$ cat src/sv/pnap_pkg.sv
// ----------------------------------------------------------------------------
// pnap_pkg
// shared types and constants for the polyline nearest arc parameter block
// ----------------------------------------------------------------------------
package pnap_pkg;

    localparam int RUN_W   = 48;
    localparam int QDEPTH  = 4;
    localparam int QAW     = 2;
    localparam int MUL_W   = 34;
    localparam int PROD_W  = 2 * MUL_W;

    localparam logic [RUN_W-1:0] RUN_MAX = {RUN_W{1'b1}};
    localparam logic [16:0]      FRAC_ONE = 17'h10000;

    localparam logic [0:0] REG_MIN_SEG = 1'b0;

    typedef struct packed {
        logic signed [31:0] vertex_x;
        logic signed [31:0] vertex_y;
        logic signed [31:0] query_x;
        logic signed [31:0] query_y;
        logic               last_vertex;
    } vtx_t;

    typedef struct packed {
        logic [16:0] arc_fraction;
        logic        found;
    } res_t;

    // one queued command: a segment to project and/or the end of a polyline
    typedef struct packed {
        logic               has_seg;
        logic               last;
        logic signed [32:0] dx;
        logic signed [32:0] dy;
        logic signed [32:0] wx;
        logic signed [32:0] wy;
    } seg_t;

    typedef enum logic [4:0] {
        ST_IDLE, ST_SQ_X, ST_SQ_Y, ST_SQ_SUM, ST_SQRT, ST_LEN,
        ST_DOT_X, ST_DOT_Y, ST_DOT_SUM, ST_T_SET, ST_DIV,
        ST_EX_M, ST_EY_M, ST_EY_S, ST_SQE_X, ST_SQE_Y, ST_ARC_M, ST_UPD,
        ST_FIN_SET, ST_FIN_DIV, ST_OUT
    } st_t;

    function automatic logic [MUL_W-1:0] mag35(input logic signed [34:0] v);
        logic [34:0] n;
        n = v[34] ? (35'd0 - 35'(v)) : 35'(v);
        return n[MUL_W-1:0];
    endfunction

endpackage

$ cat src/sv/pnap_front.sv
// ----------------------------------------------------------------------------
// pnap_front
// takes vertex beats, holds the query and previous vertex, forms segment deltas
// ----------------------------------------------------------------------------
module pnap_front
    import pnap_pkg::*;
(
    input  logic clk,
    input  logic rst_n,
    input  logic vtx_valid,
    output logic vtx_ready,
    input  vtx_t vtx,
    input  logic q_full,
    output logic push,
    output seg_t push_data
);

    logic signed [31:0] prev_x_reg, prev_y_reg, qx_reg, qy_reg;
    logic               have_prev_reg, have_prev_next;
    logic               accept;

    assign vtx_ready = !q_full;
    assign accept    = vtx_valid && vtx_ready;

    always_comb
    begin
        push_data.has_seg = have_prev_reg;
        push_data.last    = vtx.last_vertex;
        push_data.dx      = 33'(vtx.vertex_x) - 33'(prev_x_reg);
        push_data.dy      = 33'(vtx.vertex_y) - 33'(prev_y_reg);
        push_data.wx      = 33'(qx_reg) - 33'(prev_x_reg);
        push_data.wy      = 33'(qy_reg) - 33'(prev_y_reg);
        // a lone first vertex that is not last needs no work in the back
        push = accept && (have_prev_reg || vtx.last_vertex);
        have_prev_next = have_prev_reg;
        if (accept)
        begin
            have_prev_next = !vtx.last_vertex;
        end
    end

    always_ff @(posedge clk or negedge rst_n)
    begin
        if (!rst_n)
        begin
            have_prev_reg <= 1'b0;
        end
        else
        begin
            have_prev_reg <= have_prev_next;
        end
    end

    always_ff @(posedge clk)
    begin
        if (accept)
        begin
            prev_x_reg <= vtx.vertex_x;
            prev_y_reg <= vtx.vertex_y;
            if (!have_prev_reg)
            begin
                qx_reg <= vtx.query_x;
                qy_reg <= vtx.query_y;
            end
        end
    end

endmodule

$ cat config.mk
export PLATFORM = sky130hd
export DESIGN_NAME = pnap_front
export DESIGN_NICKNAME = d
export VERILOG_FILES = /design/src/sv/pnap_pkg.sv /design/src/sv/pnap_front.sv
export SDC_FILE = /design/constraint.sdc
export NUM_CORES = 1
export LEC_CHECK = 0
export ABC_AREA = 1
export BUFFER_PORTS_ARGS = -buffer_cell sky130_fd_sc_hd__clkbuf_2
export CAP_MARGIN = 20
export CORE_MARGIN = 2
export CORE_UTILIZATION = 58
export CTS_BUF_LIST = sky130_fd_sc_hd__clkbuf_16
export DETAILED_ROUTE_END_ITERATION = 6
export PLACE_DENSITY = 0.81
export SLEW_MARGIN = 10
export SYNTH_ARGS = -nofsm -noshare
export SYNTH_HDL_FRONTEND = slang
export SYNTH_SLANG_ARGS = --single-unit
$ cat constraint.sdc
create_clock -name clk -period 4 [get_ports clk]
set_input_delay 0.4 -clock clk [delete_from_list [all_inputs] [get_ports clk]]
set_output_delay 0.4 -clock clk [all_outputs]
set_load 0.05 [all_outputs]
==> impl_metrics.env <==
export IMPL_cts_buffer_depth=2
export IMPL_grt_antenna_before_repair=0
export IMPL_finalWeightedCongestion=0.940
export IMPL_grt_pass1_vias=14200
export IMPL_relSlewSlack_pct=40.3
export IMPL_coreArea_mm2=0.0236
export IMPL_nNetsFinal=2859
export IMPL_layout_drive_gt1_share_pct=13.2
export IMPL_placed_area_mm2=0.0157
export IMPL_dieHeight_um=159
export IMPL_synthArstFlopShare_pct=0.775
export IMPL_yosysWarnings=0
export IMPL_cp_start_kind="register"
export IMPL_num_rows=56
export IMPL_setup_viol=0
export IMPL_h_tree_depth=4
export IMPL_worstHoldPathType="in2reg"
export IMPL_critPathRequiredTime_ps=3600
export IMPL_ios=269
export IMPL_fin_setup_tns_ps=0
export IMPL_drt_first_pass_iters=7
export IMPL_yosys_area_top_type="edfxtp_1"
export IMPL_design_area_mm2=0.0163
export IMPL_crit_fanout=3
export IMPL_skew_ps=15.0
export IMPL_synth_avg_cell_area_um2=6.07
export IMPL_multi_input_area_mm2=0.00796
export IMPL_met3WireLength_um=2260
export IMPL_n_antenna_cell=0
export IMPL_ys_seq_elements=129
export IMPL_cts_clk_slew_worst_paths_ps=70
export IMPL_crit_type="reg2out"
export IMPL_fp_dieW_um=159
export IMPL_wl_met2_um=20700
export IMPL_status="finished, final reports clean"
export IMPL_end_kind="output pin"
export IMPL_cts_root_buffer="clkbuf_16"
export IMPL_grt_ovfl_total=0
export IMPL_syn_to_final_growth_pct=16.3
export IMPL_cts_repair_resized=0
export IMPL_period_minus_slack_ps=3130
export IMPL_grt_use_total_pct=32.7
export IMPL_portBuffers=268
export IMPL_start_util_pct=59.3
export IMPL_top_layer="met4"
export IMPL_ys_top_cells_by_area="edfxtp_1 (27%), nand2_1 (26%), inv_1 (15%)"
export IMPL_synth_common_cells="nand2_1 (987), inv_1 (573), nor2_1 (169), edfxtp_1 (128), ha_1 (128)"
export IMPL_fin_crit_sh_pct=78.1
export IMPL_arrival_ps=2730
export IMPL_synthCells=2308
export IMPL_synth_most_common_cell="nand2_1"
export IMPL_final_max_slew_viol_count=0
export IMPL_drc_errors=0
export IMPL_place_hpwl_um=34500
export IMPL_rsz0062_at_grt="false"
export IMPL_hold_path_depth=1
export IMPL_syn_cell_area_mm2=0.0140
export IMPL_synth_top_area_share_pct=27.5
export IMPL_n_fill_cell=2123
export IMPL_hold_viol=0
export IMPL_ant_nets=0
export IMPL_cts_sinks=129
export IMPL_routedWlPerCell_um=14.2
export IMPL_tightest_slew_ps=895
export IMPL_final_seq_area_mm2=0.00387
export IMPL_vias=14600
export IMPL_dp_cells=2893
export IMPL_wl_um=41600
export IMPL_wl_met1_um=16600
export IMPL_numCtsBuffers=17
export IMPL_vias_per_cell=4.98
export IMPL_cts_tree="done"
export IMPL_power_leakage_nw=10.3
export IMPL_ys_seq_area_share_pct=27.6
export IMPL_grt_max_degree=65
export IMPL_power_density_mw_per_mm2=376
export IMPL_first_iter_violations=1013
export IMPL_synth_cell_type_count=22
export IMPL_ir_drop_mv=0.365
export IMPL_syn_nets=2573
export IMPL_synth_flop_cell="edfxtp_1"
export IMPL_p_total_mw=6.12
export IMPL_clk_latency_ps=430
export IMPL_synth_edff_count=128
export IMPL_ff2ff_setup_slack_ps=2310
export IMPL_drv_cap=0
export IMPL_die_area_mm2=0.0254
export IMPL_grt_first_pass_wirelength_um=66400
export IMPL_max_freq_ghz=0.320
export IMPL_rr_worst_depth=2
export IMPL_fin_cells=2926
export IMPL_fin_hold_ws_ps=139
[layout by cell type, fill, tap and decap left out]
cell             n
nand2_1        987
xnor2_1          9
nor3_1           8
o21bai_1         4
clkinvlp_4       4
clkbuf_2       268
a21oi_1         80
dfrtp_1          1
dlygate4sd3_1    1
nand2_2         32
nand3_2          6
xor2_1          51
clkinv_4         2
inv_6            5
nor2_4           1
and2_1           8
a21o_1           4
clkinv_2         3
o21ai_0          1
a21oi_2          2
ha_1           128
clkbuf_16       17
nand3_1         88
inv_2            1
buf_4            2
or2_1            5
nand4_1         16
fa_1             4
clkinv_1         1
nor2_1         168
inv_1          572
edfxtp_1       128
[final timing paths]
check | from | to
setup / recovery | prev_y_reg[0] | push_data[78]
hold / removal | vtx[63] | qx_reg[30]
setup reg to reg | have_prev_reg | qy_reg[23]
hold reg to reg | have_prev_reg | have_prev_reg
max in group asynchronous | rst_n | have_prev_reg
min in group asynchronous | rst_n | have_prev_reg
[cell type report]
cell class / count / share of cell area (%)
clock buffers: 17 / 2.61
inverters: 573 / 13.2
repair buffers: 271 / 8.39
flip-flops and latches: 129 / 23.8
multi-input cells: 1602 / 48.9
well taps: 319 / 2.45
clock inverters: 15 / 0.676
[routing by layer]
layer / global-route usage [%] / vias up
met5: 0 / -
met4: 16.0 / 0
met3: 3.59 / 115
met2: 60.4 / 507
met1: 37.5 / 6474
li1: - / 7481
[report_power, final]
part | internal [mW] | switching [mW]
clock | 0.796 | 0.652
sequential | 1.58 | 0.0261
combinational | 0.763 | 2.30
[worst max-delay path: stages, from the launching register on]
cell	delay, ps
edfxtp_1	430
ha_1	250
fa_1	420
inv_1	120
nand2_1	60
nand2_1	80
nand3_1	80
nand2_2	110
nand2_1	70
nand2_2	130
xor2_1	240
clkbuf_2	320
[cells by family after synthesis]
logic type / synth area share, %
and+or+nand+nor: 37.6
buffers and inverters: 15.6
adders and majority gates: 12.0
DFF: 27.6
AOI/OAI and AO/OA: 3.45
xor gates and xnor gates: 3.75
[repair_timing]
action / in CTS / in global routing
setup buffers: 0 / 0
setup endpoints to repair: 0 / 0
hold buffers: 1 / 0
hold endpoints to repair: 1 / 0
[stage by stage]
| stage | utilization, % | setup slack [ps] |
|---|---|---|
| 2_1_floorplan | - | 961 |
| 3_3_place_gp | 66.6 | 1250 |
| 3_5_place_dp | 66.6 | 1190 |
| 4_1_cts | 68.9 | 844 |
| 5_1_grt | 68.9 | 721 |
| 6_report | 68.9 | 875 |
Power figures use the tool's default switching activity.
