===== src/sv/pnap_pkg.sv =====
// ----------------------------------------------------------------------------
// pnap_pkg
// shared types and constants for the polyline nearest arc parameter block
// ----------------------------------------------------------------------------
package pnap_pkg;

    localparam int RUN_W   = 48;
    localparam int QDEPTH  = 4;
    localparam int QAW     = 2;
    localparam int MUL_W   = 34;
    localparam int PROD_W  = 2 * MUL_W;

    localparam logic [RUN_W-1:0] RUN_MAX = {RUN_W{1'b1}};
    localparam logic [16:0]      FRAC_ONE = 17'h10000;

    localparam logic [0:0] REG_MIN_SEG = 1'b0;

    typedef struct packed {
        logic signed [31:0] vertex_x;
        logic signed [31:0] vertex_y;
        logic signed [31:0] query_x;
        logic signed [31:0] query_y;
        logic               last_vertex;
    } vtx_t;

    typedef struct packed {
        logic [16:0] arc_fraction;
        logic        found;
    } res_t;

    // one queued command: a segment to project and/or the end of a polyline
    typedef struct packed {
        logic               has_seg;
        logic               last;
        logic signed [32:0] dx;
        logic signed [32:0] dy;
        logic signed [32:0] wx;
        logic signed [32:0] wy;
    } seg_t;

    typedef enum logic [4:0] {
        ST_IDLE, ST_SQ_X, ST_SQ_Y, ST_SQ_SUM, ST_SQRT, ST_LEN,
        ST_DOT_X, ST_DOT_Y, ST_DOT_SUM, ST_T_SET, ST_DIV,
        ST_EX_M, ST_EY_M, ST_EY_S, ST_SQE_X, ST_SQE_Y, ST_ARC_M, ST_UPD,
        ST_FIN_SET, ST_FIN_DIV, ST_OUT
    } st_t;

    function automatic logic [MUL_W-1:0] mag35(input logic signed [34:0] v);
        logic [34:0] n;
        n = v[34] ? (35'd0 - 35'(v)) : 35'(v);
        return n[MUL_W-1:0];
    endfunction

endpackage


===== src/sv/pnap_fifo.sv =====
// ----------------------------------------------------------------------------
// pnap_fifo
// short queue of segment commands between front and back
// ----------------------------------------------------------------------------
module pnap_fifo
    import pnap_pkg::*;
(
    input  logic clk,
    input  logic rst_n,
    input  logic push,
    input  seg_t push_data,
    output logic full,
    input  logic pop,
    output logic not_empty,
    output seg_t pop_data
);

    seg_t           mem [QDEPTH];
    logic [QAW-1:0] wr_ptr_reg, wr_ptr_next;
    logic [QAW-1:0] rd_ptr_reg, rd_ptr_next;
    logic [QAW:0]   count_reg, count_next;

    assign full      = (count_reg == (QAW+1)'(QDEPTH));
    assign not_empty = (count_reg != '0);
    assign pop_data  = mem[rd_ptr_reg];

    always_comb
    begin
        wr_ptr_next = wr_ptr_reg + QAW'(push);
        rd_ptr_next = rd_ptr_reg + QAW'(pop);
        count_next  = count_reg + (QAW+1)'(push) - (QAW+1)'(pop);
    end

    always_ff @(posedge clk or negedge rst_n)
    begin
        if (!rst_n)
        begin
            wr_ptr_reg <= '0;
            rd_ptr_reg <= '0;
            count_reg  <= '0;
        end
        else
        begin
            wr_ptr_reg <= wr_ptr_next;
            rd_ptr_reg <= rd_ptr_next;
            count_reg  <= count_next;
        end
    end

    always_ff @(posedge clk)
    begin
        if (push)
        begin
            mem[wr_ptr_reg] <= push_data;
        end
    end

endmodule


===== config.mk =====
export PLATFORM = sky130hd
export DESIGN_NAME = pnap_fifo
export DESIGN_NICKNAME = d
export VERILOG_FILES = /design/src/sv/pnap_pkg.sv /design/src/sv/pnap_fifo.sv
export SDC_FILE = /design/constraint.sdc
export NUM_CORES = 1
export LEC_CHECK = 0
export ABC_AREA = 1
export BUFFER_PORTS_ARGS = -buffer_cell sky130_fd_sc_hd__buf_2
export CAP_MARGIN = 20
export CORE_UTILIZATION = 60
export CTS_CLUSTER_DIAMETER = 30
export DETAILED_ROUTE_END_ITERATION = 12
export MAX_ROUTING_LAYER = met4
export PLACE_DENSITY_LB_ADDON = 0.08
export SYNTH_ARGS = -nofsm -noshare
export SYNTH_HDL_FRONTEND = slang
export SYNTH_SLANG_ARGS = --single-unit

===== constraint.sdc =====
create_clock -name clk -period 29.8 [get_ports clk]
set_input_delay 0 -clock clk [delete_from_list [all_inputs] [get_ports clk]]
set_output_delay 0 -clock clk [all_outputs]
set_load 0.005 [all_outputs]

==> reports/metrics.sh <==
INITIAL_UTILIZATION_PCT=60.9
CTS.CLK_SLEW.WORST_PATHS_NS=0.05
DIE-HEIGHT_UM=197
TIGHTESTPINTRANSITION_NS=1.10
YS.WARNINGS.COUNT=0
CP_SLOWEST_STAGE_DELAY_NS=0.92
WL_PER_CELL_UM=16.0
CRIT_PATH_CELL_TRACE='inv_8 > buf_4 > nand2_1 > nand3_1 > nand2_1 > buf_2'
SYNTH_SEQ_CELLS=543
SETUP_TNS_NS=0
SYNTH_TOP_AREA_SHARE_PCT=70.3
SLEW_VIOL_FINAL=0
FP.DIEW_UM=197
DETAILED_PLACER_S_ENDING_HPWL_UM=25900
STATUS='finished clean'
VDD.IR_DROP.WORST_V=0.0000809
GRT_SETUP_UNREPAIRED='false'
DRC_ERRORS=0
CLOCK.FMAX_GHz=0.275
SYN_AVG_CELL_AREA_UM2=10.7
CTS_SETUP_BUFFERS=0
GRT_PASS1_VIAS=16000
LARGEST_REGISTER_FFS=536
PLACEMENT_ROWS=71
SYN_NETS=2278
CRITPATHCAPTURE='pop_data[88]'
POWER_DENSITY_CELLS_nW_PER_UM2=104
FLOORPLAN.CORE_AREA_UM2=37600
TIMING.FINAL.HOLD_VIOLATIONS=0
WORSTPATHREQUIRED_NS=29.80
SETUP_VIOLATIONS=0
WORST-R2R-SETUP-SLACK_NS=27.49
MIN_PATH_TYPE='input pin to flip-flop'
WORSTPATHMAXFANOUT=169
FLOW.AREA_GROWTH_FROM_SYNTHESIS_PCT=28.7
GRT_USAGE_PCT=27.3
WORST_R2R_PATH_DEPTH=4
NETLIST_INSTANCES=2135
TIMING.CRITICAL_PATH.FROM_TYPE='flip-flop'
DR.FIRST_ITER.DRC_COUNT=999
GRT_START_MAX_NET_PINS=170
LAYOUT.NETS=2725
FIN_CRIT_SH_PCT=12.2
R2R-START='wr_ptr_reg[1]'
SEQ_AREA_FRAC_SYNTH_PCT=71.1
FIRST_PASS_GRT_WIRE_LENGTH_UM=79300
CTS_MADE_BUFFERS=103
SETUP.WORST_PATH.END_CLASS='output port'
FINAL_WTD_CONGESTION=0.782
LAYOUT-DRIVE-GT1-SHARE_PCT=17.4
TIMING.MAX_CAP.VIOLATIONS=0
FINAL-SEQ-AREA_UM2=16300
TOTAL_VIA_COUNT_AFTER_DETAILED_ROUTING=15700
MULTI_INPUT_COMB_AREA_UM2=4020
CLOCK_TREE.BUFFER_DEPTH=3
AVGVIACOUNTPERCELL=4.92
GRT-OVFL-TOTAL=0
NUM-FILL-CELLS=2254
CTS_SINKS=543
TRITONCTS='built'
CTS_ROOT_BUFFER='sky130_fd_sc_hd__clkbuf_16'
POWER_LEAKAGE_nW=13.7
WORST_CLOCK_SKEW_NS=0.0113
SYN-CELL-AREA_UM2=22900
CRITICALPATHCATEGORY='flip-flop to output port'
CRITPATHARRIVALTIME_NS=3.64
PERIOD_MINUS_SLACK_NS=3.64
CRIT_TOP_CELL='sky130_fd_sc_hd__nand2_1'
TIMING.MAX_SLEW.REL_SLACK_PCT=26.7
PORT_BUFFERS=273
TOTALWIRELENGTH_UM=51000
FLOORPLAN.IO_PINS=274
POST_SYNTH_MAIN_AREA_CONTRIBUTORS='sky130_fd_sc_hd__edfxtp_1, sky130_fd_sc_hd__nand2_1, sky130_fd_sc_hd__inv_1'
SYNTH.LIB_CELLS_USED.DISTINCT=15
CLOCK_LATENCY_NS=0.60
CP_SLOWEST_CELL='sky130_fd_sc_hd__buf_4'
WORST_R2R_ENDPOINT='mem[3][43]'
FIN_TOTAL_PWR_mW=3.07
ANTENNA_LEFT=0
DRT_FIRST_PASS_ITERS=6
DIE-AREA_UM2=38900
HTREEDEPTH=3
ANTENNA_FOUND_INITIAL=4
CP-STARTPOINT='rd_ptr_reg[0]'
SYNTH_TOP_AREA_CELL='sky130_fd_sc_hd__edfxtp_1'
## critical path: cells and delay by family, from the launching register on
kind,cells,cell delay [ns]
buffers and inverters,3,1.79
flip-flops,1,0.70
AND/OR/NAND/NOR,3,0.38
## worst min-delay path by stage
stage                        startpoint      endpoint  slack (ns)  depth (start not counted)
after floorplan                   rst_n  count_reg[0]       -0.30                          0
after global placement            rst_n  count_reg[0]       -0.15                          1
after detailed placement          rst_n  count_reg[0]       -0.15                          1
after CTS                 push_data[30]    mem[3][30]        0.12                          2
after global routing      push_data[44]    mem[3][44]        0.14                          2
final                      push_data[8]     mem[1][8]        0.14                          2
## cell usage after synthesis
| master | instances |
|---|---|
| sky130_fd_sc_hd__buf_6 | 15 |
| sky130_fd_sc_hd__nand2_1 | 675 |
| sky130_fd_sc_hd__buf_4 | 18 |
| sky130_fd_sc_hd__nor3_1 | 5 |
| sky130_fd_sc_hd__fa_1 | 1 |
| sky130_fd_sc_hd__clkbuf_1 | 9 |
| sky130_fd_sc_hd__dfrtp_1 | 7 |
| sky130_fd_sc_hd__ha_1 | 4 |
| sky130_fd_sc_hd__nand3_1 | 270 |
| sky130_fd_sc_hd__edfxtp_1 | 536 |
| sky130_fd_sc_hd__xor2_1 | 2 |
| sky130_fd_sc_hd__buf_1 | 2 |
| sky130_fd_sc_hd__inv_4 | 2 |
| sky130_fd_sc_hd__inv_1 | 545 |
| sky130_fd_sc_hd__buf_2 | 44 |
## through the flow
| stage | worst slack, ns | instances | hold slack (ns) | area (µm²) | utilization (%) |
|---|---|---|---|---|---|
| after floorplan | 19.50 | 2135 | -0.296 | 22900 | - |
| after global placement | 26.93 | 2850 | -0.150 | 24500 | 65.2 |
| after detailed placement | 26.84 | 2850 | -0.153 | 24500 | 65.2 |
| after CTS | 26.17 | 3180 | 0.119 | 29400 | 78.4 |
| after global routing | 25.94 | 3184 | 0.142 | 29500 | 78.4 |
| final | 26.16 | 3185 | 0.143 | 29500 | 78.4 |
## logic make-up (layout without fill, tap and decap cells)
family | count (synthesis) | after routing | share of synthesized area, %
XOR/XNOR | 2 | 2 | 0.0765
adder cells (fa/ha/maj) | 5 | 5 | 0.306
buffers and inverters | 635 | 1169 | 11.5
flip-flops | 543 | 543 | 71.1
other | 0 | 5 | 0
AND/OR/NAND/NOR | 950 | 950 | 17.1
## layer usage
metal	part of all wire [%]	track usage, %
met4	2.4	11.1
met1	40	31.2
met5	0	-
met3	7.0	5.63
met2	51	46.9
## cell type report
type	instances	share of cell area, %
sequential	543	55.3
multi-input combinational	957	13.6
timing repair buffer	430	9.81
clock buffer	118	9.09
inverter	547	7.00
clock inverter	74	2.98
tap	511	2.17
antenna	5	0.0425
## report_power, final
| part | internal [mW] | leakage (nW) | switching (mW) |
|---|---|---|---|
| combinational | 0.278 | 7.02 | 0.577 |
| sequential | 1.01 | 5.00 | 0.0428 |
| clock | 0.796 | 1.71 | 0.373 |
## cell usage in the layout, fill, tap and decap left out, drive strengths merged, types with 5 or more instances in the layout
master and count:
clkinvlp 11, dlygate4sd3 138, nor3 5, buf 292
inv 554, nand2 675, bufinv 18, nand3 270
dfrtp 7, diode 5, clkinv 38, clkbuf 118
edfxtp 536
## repair_timing
action / CTS / global route
hold buffers: 138 / 0
gates resized for setup: 0 / 0
hold endpoints to repair: 549 / 0
setup endpoints to repair: 0 / 0
Note: power is estimated with default switching activity, not from simulation.
